==> config.mk <==
export PLATFORM = sky130hd
export DESIGN_NAME = rational_boxcar_decimator_top
export DESIGN_NICKNAME = d
export VERILOG_FILES = /design/src/hw/rtl/rbd_pkg.sv /design/src/hw/rtl/rational_boxcar_decimator_top.sv /design/src/hw/rtl/rbd_divider.sv /design/src/hw/rtl/rbd_datapath.sv /design/src/hw/rtl/rbd_controller.sv
export VERILOG_INCLUDE_DIRS = /design/src /design/src/hw/rtl
export SDC_FILE = /design/constraint.sdc
export NUM_CORES = 2
export LEC_CHECK = 0
export BUFFER_PORTS_ARGS = -buffer_cell sky130_fd_sc_hd__buf_2
export CORE_MARGIN = 5
export CORE_UTILIZATION = 40
export DETAILED_ROUTE_END_ITERATION = 10
export PLACE_DENSITY_LB_ADDON = 0.08
export SYNTH_ARGS = -nofsm -noshare
export SYNTH_HDL_FRONTEND = slang
export SYNTH_SLANG_ARGS = --single-unit
==> constraint.sdc <==
create_clock -name clk -period 12.9 [get_ports clk]
set_input_delay 2.58 -clock clk [delete_from_list [all_inputs] [get_ports clk]]
set_output_delay 2.58 -clock clk [all_outputs]
set_load 0.01 [all_outputs]
==> src/hw/rtl/rational_boxcar_decimator_top_macros.svh <==
// Assertion macros used by the top level of the rational boxcar decimator RTL.
`ifndef RATIONAL_BOXCAR_DECIMATOR_TOP_MACROS_SVH
`define RATIONAL_BOXCAR_DECIMATOR_TOP_MACROS_SVH

`ifndef SYNTHESIS

// Same-cycle implication, checked on every rising edge outside reset.
`define RBD_ASSERT_IMPL(lbl, ant, cons, msg) \
    lbl: assert property (@(posedge clk) disable iff (!rst_n) (ant) |-> (cons)) \
        else $error(msg);

// Next-cycle implication, checked on every rising edge outside reset.
`define RBD_ASSERT_NEXT(lbl, ant, cons, msg) \
    lbl: assert property (@(posedge clk) disable iff (!rst_n) (ant) |=> (cons)) \
        else $error(msg);

`else

`define RBD_ASSERT_IMPL(lbl, ant, cons, msg)
`define RBD_ASSERT_NEXT(lbl, ant, cons, msg)

`endif

`endif

==> src/hw/rtl/rbd_pkg.sv <==
// Shared types, constants and helper functions of the rational boxcar decimator.
`default_nettype none

package rbd_pkg;

    // Field and datapath widths
    localparam int SAMPLE_WIDTH_DEF = 16;
    localparam int SAMPLE_FIELD_W   = 16;
    localparam int CFG_W            = 16;
    localparam int CFG_ADDR_W       = 2;
    localparam int SUM_W            = 32;
    localparam int DVS_W            = 32;
    localparam int DVD_W            = SUM_W + CFG_W;
    localparam int CNT_W            = $clog2(DVD_W + 1);

    // Register indexes on the configuration port
    localparam logic [CFG_ADDR_W-1:0] CFG_INTEGER_RATIO    = 2'd0;
    localparam logic [CFG_ADDR_W-1:0] CFG_FRAC_NUMERATOR   = 2'd1;
    localparam logic [CFG_ADDR_W-1:0] CFG_FRAC_DENOMINATOR = 2'd2;

    // Register reset values
    localparam logic [CFG_W-1:0] RATIO_RST = 16'd1;
    localparam logic [CFG_W-1:0] NUM_RST   = 16'd0;
    localparam logic [CFG_W-1:0] DEN_RST   = 16'd1;

    // Which product feeds the shared divider
    typedef enum logic [1:0] {
        MUL_HEAD,
        MUL_TAIL,
        MUL_MEAN
    } mul_sel_t;

    // Controller states
    typedef enum logic [3:0] {
        ST_IDLE,
        ST_ADD,
        ST_HEAD_START,
        ST_HEAD_DIV,
        ST_HEAD_ACC,
        ST_MEAN_START,
        ST_MEAN_DIV,
        ST_EMIT,
        ST_TAIL_START,
        ST_TAIL_DIV,
        ST_TAIL_SET
    } ctrl_state_t;

    // Controller to datapath commands
    typedef struct packed {
        logic     load_sample;
        logic     add_sample;
        logic     div_start;
        mul_sel_t mul_sel;
        logic     sum_add_q;
        logic     out_load;
        logic     close_plain;
        logic     close_split;
    } dp_cmd_t;

    // Datapath to controller status
    typedef struct packed {
        logic boundary;
        logic close_next;
        logic div_busy;
        logic out_free;
    } dp_stat_t;

    // Zero ratio acts as one
    function automatic logic [CFG_W-1:0] eff_rate(input logic [CFG_W-1:0] r);
        return (r == '0) ? CFG_W'(1) : r;
    endfunction

    // Zero denominator acts as one
    function automatic logic [CFG_W-1:0] eff_den(input logic [CFG_W-1:0] d);
        return (d == '0) ? CFG_W'(1) : d;
    endfunction

    // Numerator clamped below the denominator
    function automatic logic [CFG_W-1:0] eff_num(input logic [CFG_W-1:0] n,
                                                 input logic [CFG_W-1:0] d);
        logic [CFG_W-1:0] de;
        de = eff_den(d);
        return (n >= de) ? (de - CFG_W'(1)) : n;
    endfunction

endpackage

`default_nettype wire

==> src/hw/rtl/rational_boxcar_decimator_top.sv <==
// Top level of the rational boxcar decimator: controller, datapath and checks.
//
// Sums unsigned audio samples over windows of R + N/D samples and emits one
// result per closed window: the raw 32-bit sum and the sum scaled by D/(R*D+N).
// Slave stream s_*: one sample per transaction. Master stream m_*: one result
// per transaction. Configuration: cfg_we/cfg_addr/cfg_wdata, written while idle;
// a write to a mapped index restarts the window state and keeps the other registers.
// A sample that does not close a window needs no division; a window closed by a
// whole sample adds the scaled mean on the shared bit-serial divider, and a split
// boundary sample adds two more divisions by D for the split shares.
// A result sits in an output register; the next sample is taken while it
// waits, and only a following result stalls until m_tready frees the register.
// Reset (rst_n low, asynchronous) restores R=1, N=0, D=1, empties the window
// and drops m_tvalid.
`default_nettype none

module rational_boxcar_decimator_top
    import rbd_pkg::*;
#(
    parameter int SAMPLE_WIDTH = SAMPLE_WIDTH_DEF
)
(
    input  wire logic                      clk,
    input  wire logic                      rst_n,
    // sample stream
    input  wire logic                      s_tvalid,
    output logic                           s_tready,
    input  wire logic [SAMPLE_FIELD_W-1:0] s_tdata,   // [15:0] sample
    // result stream
    output logic                           m_tvalid,
    input  wire logic                      m_tready,
    output logic [2*SUM_W-1:0]             m_tdata,   // [31:0] window_sum, [63:32] scaled_mean
    // configuration writes
    input  wire logic                      cfg_we,
    input  wire logic [CFG_ADDR_W-1:0]     cfg_addr,
    input  wire logic [CFG_W-1:0]          cfg_wdata
);

`include "rational_boxcar_decimator_top_macros.svh"

    dp_cmd_t  cmd;
    dp_stat_t stat;

    rbd_controller u_ctrl (
        .clk      (clk),
        .rst_n    (rst_n),
        .s_tvalid (s_tvalid),
        .s_tready (s_tready),
        .stat     (stat),
        .cmd      (cmd)
    );

    rbd_datapath #(
        .SAMPLE_WIDTH (SAMPLE_WIDTH)
    ) u_dp (
        .clk       (clk),
        .rst_n     (rst_n),
        .cfg_we    (cfg_we),
        .cfg_addr  (cfg_addr),
        .cfg_wdata (cfg_wdata),
        .sample_in (s_tdata),
        .cmd       (cmd),
        .stat      (stat),
        .m_tvalid  (m_tvalid),
        .m_tready  (m_tready),
        .m_tdata   (m_tdata)
    );

    // Checks
    `RBD_ASSERT_IMPL(a_busy_blocks_input, stat.div_busy, !s_tready, "sample taken while dividing")
    `RBD_ASSERT_IMPL(a_load_into_free_buf, cmd.out_load, stat.out_free, "result buffer overwritten")
    `RBD_ASSERT_NEXT(a_one_sample_at_a_time, s_tvalid && s_tready, !s_tready, "back-to-back accept")

endmodule

`default_nettype wire

==> src/hw/rtl/rbd_divider.sv <==
// Bit-serial restoring divider, one quotient bit per cycle.
`default_nettype none

module rbd_divider
    import rbd_pkg::*;
(
    input  wire logic             clk,
    input  wire logic             rst_n,
    input  wire logic             start,
    input  wire logic [DVD_W-1:0] dividend,   // left aligned to the iteration count
    input  wire logic [DVS_W-1:0] divisor,
    input  wire logic [CNT_W-1:0] iters,
    output logic                  busy,
    output logic [SUM_W-1:0]      quotient
);

    logic [DVS_W-1:0] rem_reg, rem_next;
    logic [DVD_W-1:0] q_reg, q_next;
    logic [DVS_W-1:0] dvs_reg, dvs_next;
    logic [CNT_W-1:0] cnt_reg, cnt_next;

    logic [DVS_W:0] trial;
    logic [DVS_W:0] diff;
    logic           ge;

    // One restoring step
    always_comb
    begin
        trial = {rem_reg, q_reg[DVD_W-1]};
        diff  = trial - {1'b0, dvs_reg};
        ge    = (trial >= {1'b0, dvs_reg});

        rem_next = rem_reg;
        q_next   = q_reg;
        dvs_next = dvs_reg;
        cnt_next = cnt_reg;
        if (start)
        begin
            rem_next = '0;
            q_next   = dividend;
            dvs_next = divisor;
            cnt_next = iters;
        end
        else if (cnt_reg != '0)
        begin
            rem_next = ge ? diff[DVS_W-1:0] : trial[DVS_W-1:0];
            q_next   = {q_reg[DVD_W-2:0], ge};
            cnt_next = cnt_reg - CNT_W'(1);
        end
    end

    // Iteration counter
    always_ff @(posedge clk or negedge rst_n)
    begin
        if (!rst_n)
            cnt_reg <= '0;
        else
            cnt_reg <= cnt_next;
    end

    // Operand registers
    always_ff @(posedge clk)
    begin
        rem_reg <= rem_next;
        q_reg   <= q_next;
        dvs_reg <= dvs_next;
    end

    assign busy     = (cnt_reg != '0);
    assign quotient = q_reg[SUM_W-1:0];

endmodule

`default_nettype wire

==> src/hw/rtl/rbd_datapath.sv <==
// Datapath: configuration registers, window state, multipliers, divider, result buffer.
`default_nettype none

module rbd_datapath
    import rbd_pkg::*;
#(
    parameter int SAMPLE_WIDTH = SAMPLE_WIDTH_DEF
)
(
    input  wire logic                      clk,
    input  wire logic                      rst_n,
    input  wire logic                      cfg_we,
    input  wire logic [CFG_ADDR_W-1:0]     cfg_addr,
    input  wire logic [CFG_W-1:0]          cfg_wdata,
    input  wire logic [SAMPLE_FIELD_W-1:0] sample_in,
    input  wire dp_cmd_t                   cmd,
    output dp_stat_t                       stat,
    output logic                           m_tvalid,
    input  wire logic                      m_tready,
    output logic [2*SUM_W-1:0]             m_tdata
);

    // Sample bits that are kept; the field itself is SAMPLE_FIELD_W wide
    localparam int SW_EFF = (SAMPLE_WIDTH < SAMPLE_FIELD_W) ? SAMPLE_WIDTH : SAMPLE_FIELD_W;
    localparam int PROD_W = SW_EFF + CFG_W;
    localparam int SHORT_SHIFT = DVD_W - PROD_W;
    localparam logic [CNT_W-1:0] SHORT_ITERS = CNT_W'(PROD_W);
    localparam logic [CNT_W-1:0] LONG_ITERS  = CNT_W'(DVD_W);

    logic [CFG_W-1:0] ratio_reg, ratio_next;
    logic [CFG_W-1:0] num_reg, num_next;
    logic [CFG_W-1:0] den_reg, den_next;
    logic             cfg_hit;
    logic [DVS_W-1:0] rdiv_reg, rdiv_next;

    logic [SW_EFF-1:0] sample_reg;
    logic [SUM_W-1:0]  sum_reg, sum_next;
    logic [CFG_W-1:0]  phase_reg, phase_next;
    logic [CFG_W-1:0]  fl_reg, fl_next;

    logic [CFG_W-1:0] rate_eff, num_eff, den_eff, nfl;
    logic [CFG_W-1:0] share;
    logic [PROD_W-1:0] short_prod;
    logic [DVD_W-1:0]  mean_prod;
    logic [DVD_W-1:0]  dvd;
    logic [DVS_W-1:0]  dvs;
    logic [CNT_W-1:0]  iters;
    logic              div_busy;
    logic [SUM_W-1:0]  quotient;

    logic [SUM_W-1:0] ws_reg, sm_reg;
    logic             mv_reg, mv_next;
    logic             out_free;

    // Register writes
    always_comb
    begin
        ratio_next = ratio_reg;
        num_next   = num_reg;
        den_next   = den_reg;
        cfg_hit    = 1'b0;
        if (cfg_we)
        begin
            case (cfg_addr)
                CFG_INTEGER_RATIO:
                begin
                    ratio_next = cfg_wdata;
                    cfg_hit    = 1'b1;
                end
                CFG_FRAC_NUMERATOR:
                begin
                    num_next = cfg_wdata;
                    cfg_hit  = 1'b1;
                end
                CFG_FRAC_DENOMINATOR:
                begin
                    den_next = cfg_wdata;
                    cfg_hit  = 1'b1;
                end
                default:
                begin
                    cfg_hit = 1'b0;
                end
            endcase
        end
        // Full divisor R*D + N, kept in step with the registers
        rdiv_next = DVS_W'(eff_rate(ratio_next)) * DVS_W'(eff_den(den_next))
                  + DVS_W'(eff_num(num_next, den_next));
    end

    always_ff @(posedge clk or negedge rst_n)
    begin
        if (!rst_n)
        begin
            ratio_reg <= RATIO_RST;
            num_reg   <= NUM_RST;
            den_reg   <= DEN_RST;
            rdiv_reg  <= DVS_W'(eff_rate(RATIO_RST)) * DVS_W'(eff_den(DEN_RST))
                       + DVS_W'(eff_num(NUM_RST, DEN_RST));
        end
        else
        begin
            ratio_reg <= ratio_next;
            num_reg   <= num_next;
            den_reg   <= den_next;
            rdiv_reg  <= rdiv_next;
        end
    end

    assign rate_eff = eff_rate(ratio_reg);
    assign den_eff  = eff_den(den_reg);
    assign num_eff  = eff_num(num_reg, den_reg);
    assign nfl      = den_eff - fl_reg;

    // Products into the divider; the short ones are left aligned
    always_comb
    begin
        share      = (cmd.mul_sel == MUL_HEAD) ? fl_reg : nfl;
        short_prod = PROD_W'(sample_reg) * PROD_W'(share);
        mean_prod  = DVD_W'(sum_reg) * DVD_W'(den_eff);
        if (cmd.mul_sel == MUL_MEAN)
        begin
            dvd   = mean_prod;
            dvs   = rdiv_reg;
            iters = LONG_ITERS;
        end
        else
        begin
            dvd   = DVD_W'(short_prod) << SHORT_SHIFT;
            dvs   = DVS_W'(den_eff);
            iters = SHORT_ITERS;
        end
    end

    rbd_divider u_div (
        .clk      (clk),
        .rst_n    (rst_n),
        .start    (cmd.div_start),
        .dividend (dvd),
        .divisor  (dvs),
        .iters    (iters),
        .busy     (div_busy),
        .quotient (quotient)
    );

    // Input sample capture
    always_ff @(posedge clk)
    begin
        if (cmd.load_sample)
            sample_reg <= sample_in[SW_EFF-1:0];
    end

    // Window state update
    always_comb
    begin
        sum_next   = sum_reg;
        phase_next = phase_reg;
        fl_next    = fl_reg;
        if (cfg_hit)
        begin
            sum_next   = '0;
            phase_next = '0;
            fl_next    = eff_num(num_next, den_next);
        end
        else if (cmd.add_sample)
        begin
            sum_next   = sum_reg + SUM_W'(sample_reg);
            phase_next = phase_reg + CFG_W'(1);
        end
        else if (cmd.sum_add_q)
        begin
            sum_next = sum_reg + quotient;
        end
        else if (cmd.close_plain)
        begin
            sum_next   = '0;
            phase_next = '0;
            fl_next    = num_eff;
        end
        else if (cmd.close_split)
        begin
            sum_next = quotient;
            if (nfl > num_eff)
            begin
                phase_next = CFG_W'(1);
                fl_next    = num_eff + fl_reg;
            end
            else
            begin
                phase_next = '0;
                fl_next    = num_eff - nfl;
            end
        end
    end

    always_ff @(posedge clk or negedge rst_n)
    begin
        if (!rst_n)
        begin
            sum_reg   <= '0;
            phase_reg <= '0;
            fl_reg    <= eff_num(NUM_RST, DEN_RST);
        end
        else
        begin
            sum_reg   <= sum_next;
            phase_reg <= phase_next;
            fl_reg    <= fl_next;
        end
    end

    // Result buffer
    assign out_free = !mv_reg || m_tready;

    always_comb
    begin
        mv_next = mv_reg;
        if (cmd.out_load)
            mv_next = 1'b1;
        else if (m_tready)
            mv_next = 1'b0;
    end

    always_ff @(posedge clk or negedge rst_n)
    begin
        if (!rst_n)
            mv_reg <= 1'b0;
        else
            mv_reg <= mv_next;
    end

    always_ff @(posedge clk)
    begin
        if (cmd.out_load)
        begin
            ws_reg <= sum_reg;
            sm_reg <= quotient;
        end
    end

    assign m_tvalid = mv_reg;
    assign m_tdata  = {sm_reg, ws_reg};

    // Status to the controller
    always_comb
    begin
        stat.boundary   = (phase_reg >= rate_eff);
        stat.close_next = (({1'b0, phase_reg} + 17'd1) >= {1'b0, rate_eff})
                        && (fl_reg == '0);
        stat.div_busy   = div_busy;
        stat.out_free   = out_free;
    end

endmodule

`default_nettype wire

==> src/hw/rtl/rbd_controller.sv <==
// Controller state machine sequencing one sample transaction at a time.
`default_nettype none

module rbd_controller
    import rbd_pkg::*;
(
    input  wire logic     clk,
    input  wire logic     rst_n,
    input  wire logic     s_tvalid,
    output logic          s_tready,
    input  wire dp_stat_t stat,
    output dp_cmd_t       cmd
);

    ctrl_state_t state_reg, state_next;
    logic        split_reg, split_next;

    // State and split flag registers
    always_ff @(posedge clk or negedge rst_n)
    begin
        if (!rst_n)
        begin
            state_reg <= ST_IDLE;
            split_reg <= 1'b0;
        end
        else
        begin
            state_reg <= state_next;
            split_reg <= split_next;
        end
    end

    // Next state and commands
    always_comb
    begin
        state_next  = state_reg;
        split_next  = split_reg;
        cmd         = '0;
        cmd.mul_sel = MUL_HEAD;
        s_tready    = 1'b0;
        case (state_reg)
            ST_IDLE:
            begin
                s_tready = 1'b1;
                if (s_tvalid)
                begin
                    cmd.load_sample = 1'b1;
                    split_next      = stat.boundary;
                    state_next      = stat.boundary ? ST_HEAD_START : ST_ADD;
                end
            end
            ST_ADD:
            begin
                cmd.add_sample = 1'b1;
                state_next     = stat.close_next ? ST_MEAN_START : ST_IDLE;
            end
            // boundary sample: share owed to the closing window
            ST_HEAD_START:
            begin
                cmd.div_start = 1'b1;
                cmd.mul_sel   = MUL_HEAD;
                state_next    = ST_HEAD_DIV;
            end
            ST_HEAD_DIV:
            begin
                if (!stat.div_busy)
                    state_next = ST_HEAD_ACC;
            end
            ST_HEAD_ACC:
            begin
                cmd.sum_add_q = 1'b1;
                state_next    = ST_MEAN_START;
            end
            // scaled mean of the closed window
            ST_MEAN_START:
            begin
                cmd.div_start = 1'b1;
                cmd.mul_sel   = MUL_MEAN;
                state_next    = ST_MEAN_DIV;
            end
            ST_MEAN_DIV:
            begin
                cmd.mul_sel = MUL_MEAN;
                if (!stat.div_busy)
                    state_next = ST_EMIT;
            end
            ST_EMIT:
            begin
                if (stat.out_free)
                begin
                    cmd.out_load = 1'b1;
                    if (split_reg)
                    begin
                        state_next = ST_TAIL_START;
                    end
                    else
                    begin
                        cmd.close_plain = 1'b1;
                        state_next      = ST_IDLE;
                    end
                end
            end
            // remainder of the boundary sample opens the next window
            ST_TAIL_START:
            begin
                cmd.div_start = 1'b1;
                cmd.mul_sel   = MUL_TAIL;
                state_next    = ST_TAIL_DIV;
            end
            ST_TAIL_DIV:
            begin
                cmd.mul_sel = MUL_TAIL;
                if (!stat.div_busy)
                    state_next = ST_TAIL_SET;
            end
            ST_TAIL_SET:
            begin
                cmd.mul_sel     = MUL_TAIL;
                cmd.close_split = 1'b1;
                state_next      = ST_IDLE;
            end
            default:
            begin
                state_next = ST_IDLE;
            end
        endcase
    end

endmodule

`default_nettype wire

==> results.txt <==
Minimum clock period - 10.97 ns
Main area contributors after synthesis - fa_1, ha_1, edfxtp_1
CTS tree - done
GR peak layer - met2
Most frequent cells in the layout - inv_1, nand2_1, fa_1, ha_1, nor2_1
Initial DRC count - 2,957
Top-area cell type share of the netlist area - 0.2985
Synthesis-to-finish area growth - 7.537%
Core footprint - 137,700 µm²
CTS root buffer - clkbuf_16
Max Buffers Root-to-Sink - 3
Vias in the first global route - 46,462
Max-slew violation count - 0
Most common cell after layout, fill and taps aside - inv_1
WHS Endpoint - u_dp.u_div.rem_reg[7]
EDFF count, synth - 160
Fill count - 13,839
Drt first pass iters - 8
Post-Layout Cell Count - 8,075
Clk_skew - 0.03083 ns
R2R setup slack - 2.36 ns
M2 GR Usage - 0.4434
Initial antenna violation count - 6
Final ANT Viol Nets - 0
Final setup fails - 0
Post-CTS sizing - 0
Worst path required time - 13.43 ns
H-tree levels - 2
Num rows - 136
Hold Path Depth - 2
Finished Core Util - 0.4338
Via count - 43,903
Largest register FFs - 48
Largest net degree at the start of global routing - 72
R2R Path End - u_dp.u_div.q_reg[46]
Gr ovfl total - 0
Endpoints failing hold - 0
Synth Area per Inst - 8.862 µm²
Most used cell, CP - fa_1
Top achievable clock speed - 91.12 MHz
Worst-path fanout max - 18
Hold-fix buffers, CTS - 0
Met1 Use GR - 0.3389
Met3 usage - 0.02846
Cells after synthesis - 6,266
NumNets Final - 7,633
DR WL/cell - 23.13 µm
Net Count, Synth - 7,657
Worst slew pin tran - 1.165 ns
Setup_tns - 0 ns
Async set-reset flop share out of synthesis - 0.4483
I/O pin cnt - 105
Residual DRC - 0
Clock-pin slew on the worst setup and hold paths - 0.06 ns
First-pass GRT wire length - 288.3 mm
Top_reg_cell synth - edfxtp_1
Synth unique cells - 94
Final wirelength - 186.8 mm
R2r worst-path depth - 39
Clk sinks - 348
RSZ-0062 raised after global routing - no
Setup Crit Path Kind - in -> reg
PortBufs - 104
Hold path start - u_dp.u_div.rem_reg[7]
Worst r2r src - u_dp.den_reg[5]
#FFs+latches synth - 348
Crit path max-delay cell type - a211oi_1
Final Cycle Share - 0.8507
Initial Util - 0.4034
Outcome - complete, no violations
Post-Place Cells - 7,988
Layout cells sized above 1 - 0.05894
Die area - 146,400 µm²
# Max-Cap Violations - 0
Seq/Total Area, Yosys - 0.1684
Crit end category - flop
HPWL after DPL - 146.7 mm
Hold Crit Class - reg -> reg
DR vias/cell - 5.437
CTS Buf Count - 46
Post-CTS setup buffers - 0
Yosys top cell by area - fa_1
Clock Latency Late Sink - 0.63 ns
Total GRT Usage - 0.2571
Synthesis Warnings - 0
GPL Wtd Cong - 0.9625
Die Ht - 382.6 µm
Max-slew headroom - 0.2235
Cell Area, Synth - 55,530 µm²
Crit path DAT - 11.50 ns
Worst path max stage delay - 0.69 ns
Die Span X - 382.6 µm
Startpoint Class - input pin
-- routing by layer --
metal  up-vias  routed length, µm
li1      20145                  -
met1     22343              80880
met2      1122              90450
met3       293               8492
met4         0               6924
met5         -                  0
-- per-stage QoR --
step | worst slack [ns] | hold slack (ns) | cell area [µm²]
5_1_grt | 1.426 | 0.4994 | 59710
6_report | 1.925 | 0.4710 | 59710
4_1_cts | 2.038 | 0.4726 | 59710
3_5_place_dp | 1.435 | 0.4648 | 58120
3_3_place_gp | 1.520 | 0.4620 | 58120
2_1_floorplan | 2.114 | 0.4382 | 55530
-- cell families (layout without fill, tap and decap cells) --
logic type	Yosys count	after routing	synth area share
AND/OR/NAND/NOR	1960	1960	0.1596
adder cells (fa/ha/maj)	1352	1352	0.4166
buffers and inverters	1313	1325	0.08921
AO/OA/AOI/OAI	996	996	0.1156
flip-flops	348	348	0.1684
XOR/XNOR	221	221	0.03486
multiplexers	76	76	0.01577
other	0	3	0
-- cells in the mapped netlist, drive strengths merged, types with 53 or more instances --
master  count
a21o      114
edfxtp    160
inv      1020
nand2     955
xor2       83
fa        828
nand3      75
dfrtp     153
nor3       81
clkbuf    233
a21oi     266
and2      265
o21ai     232
ha        524
nor2      364
buf        53
xnor2     138
-- cell type report --
class	count	area, µm²	share of cell area
multi-input combinational	4605	41320	0.6919
sequential	348	9355	0.1567
inverter	1027	3856	0.06458
tap	1794	2245	0.03759
timing repair buffer	214	1353	0.02265
clock buffer	58	1216	0.02037
clock inverter	26	365.4	0.006118
antenna	3	7.507	0.0001257
-- worst max-delay path: cells and delay by family --
kind            cells  cell delay (ns)
xor+xnor            1             0.13
mux                 2             0.84
buf+inv             5             1.06
compound gates     13             3.29
simple gates        7             1.02
fa+ha+maj           6             2.56
-- worst max-delay path by stage --
stage,slack (ns),startpoint,cells after the start,endpoint
after floorplan,2.11,cfg_addr[0],34,u_dp.rdiv_reg[31]
after global placement,1.52,cfg_addr[0],34,u_dp.rdiv_reg[30]
after detailed placement,1.44,cfg_addr[0],34,u_dp.rdiv_reg[31]
after CTS,2.04,cfg_addr[0],34,u_dp.rdiv_reg[31]
after global routing,1.43,cfg_addr[0],34,u_dp.rdiv_reg[31]
final,1.93,cfg_addr[0],34,u_dp.rdiv_reg[30]
Power is not shown: default switching activity piles up to over one toggle a cycle in this logic, so the estimate is an artifact.
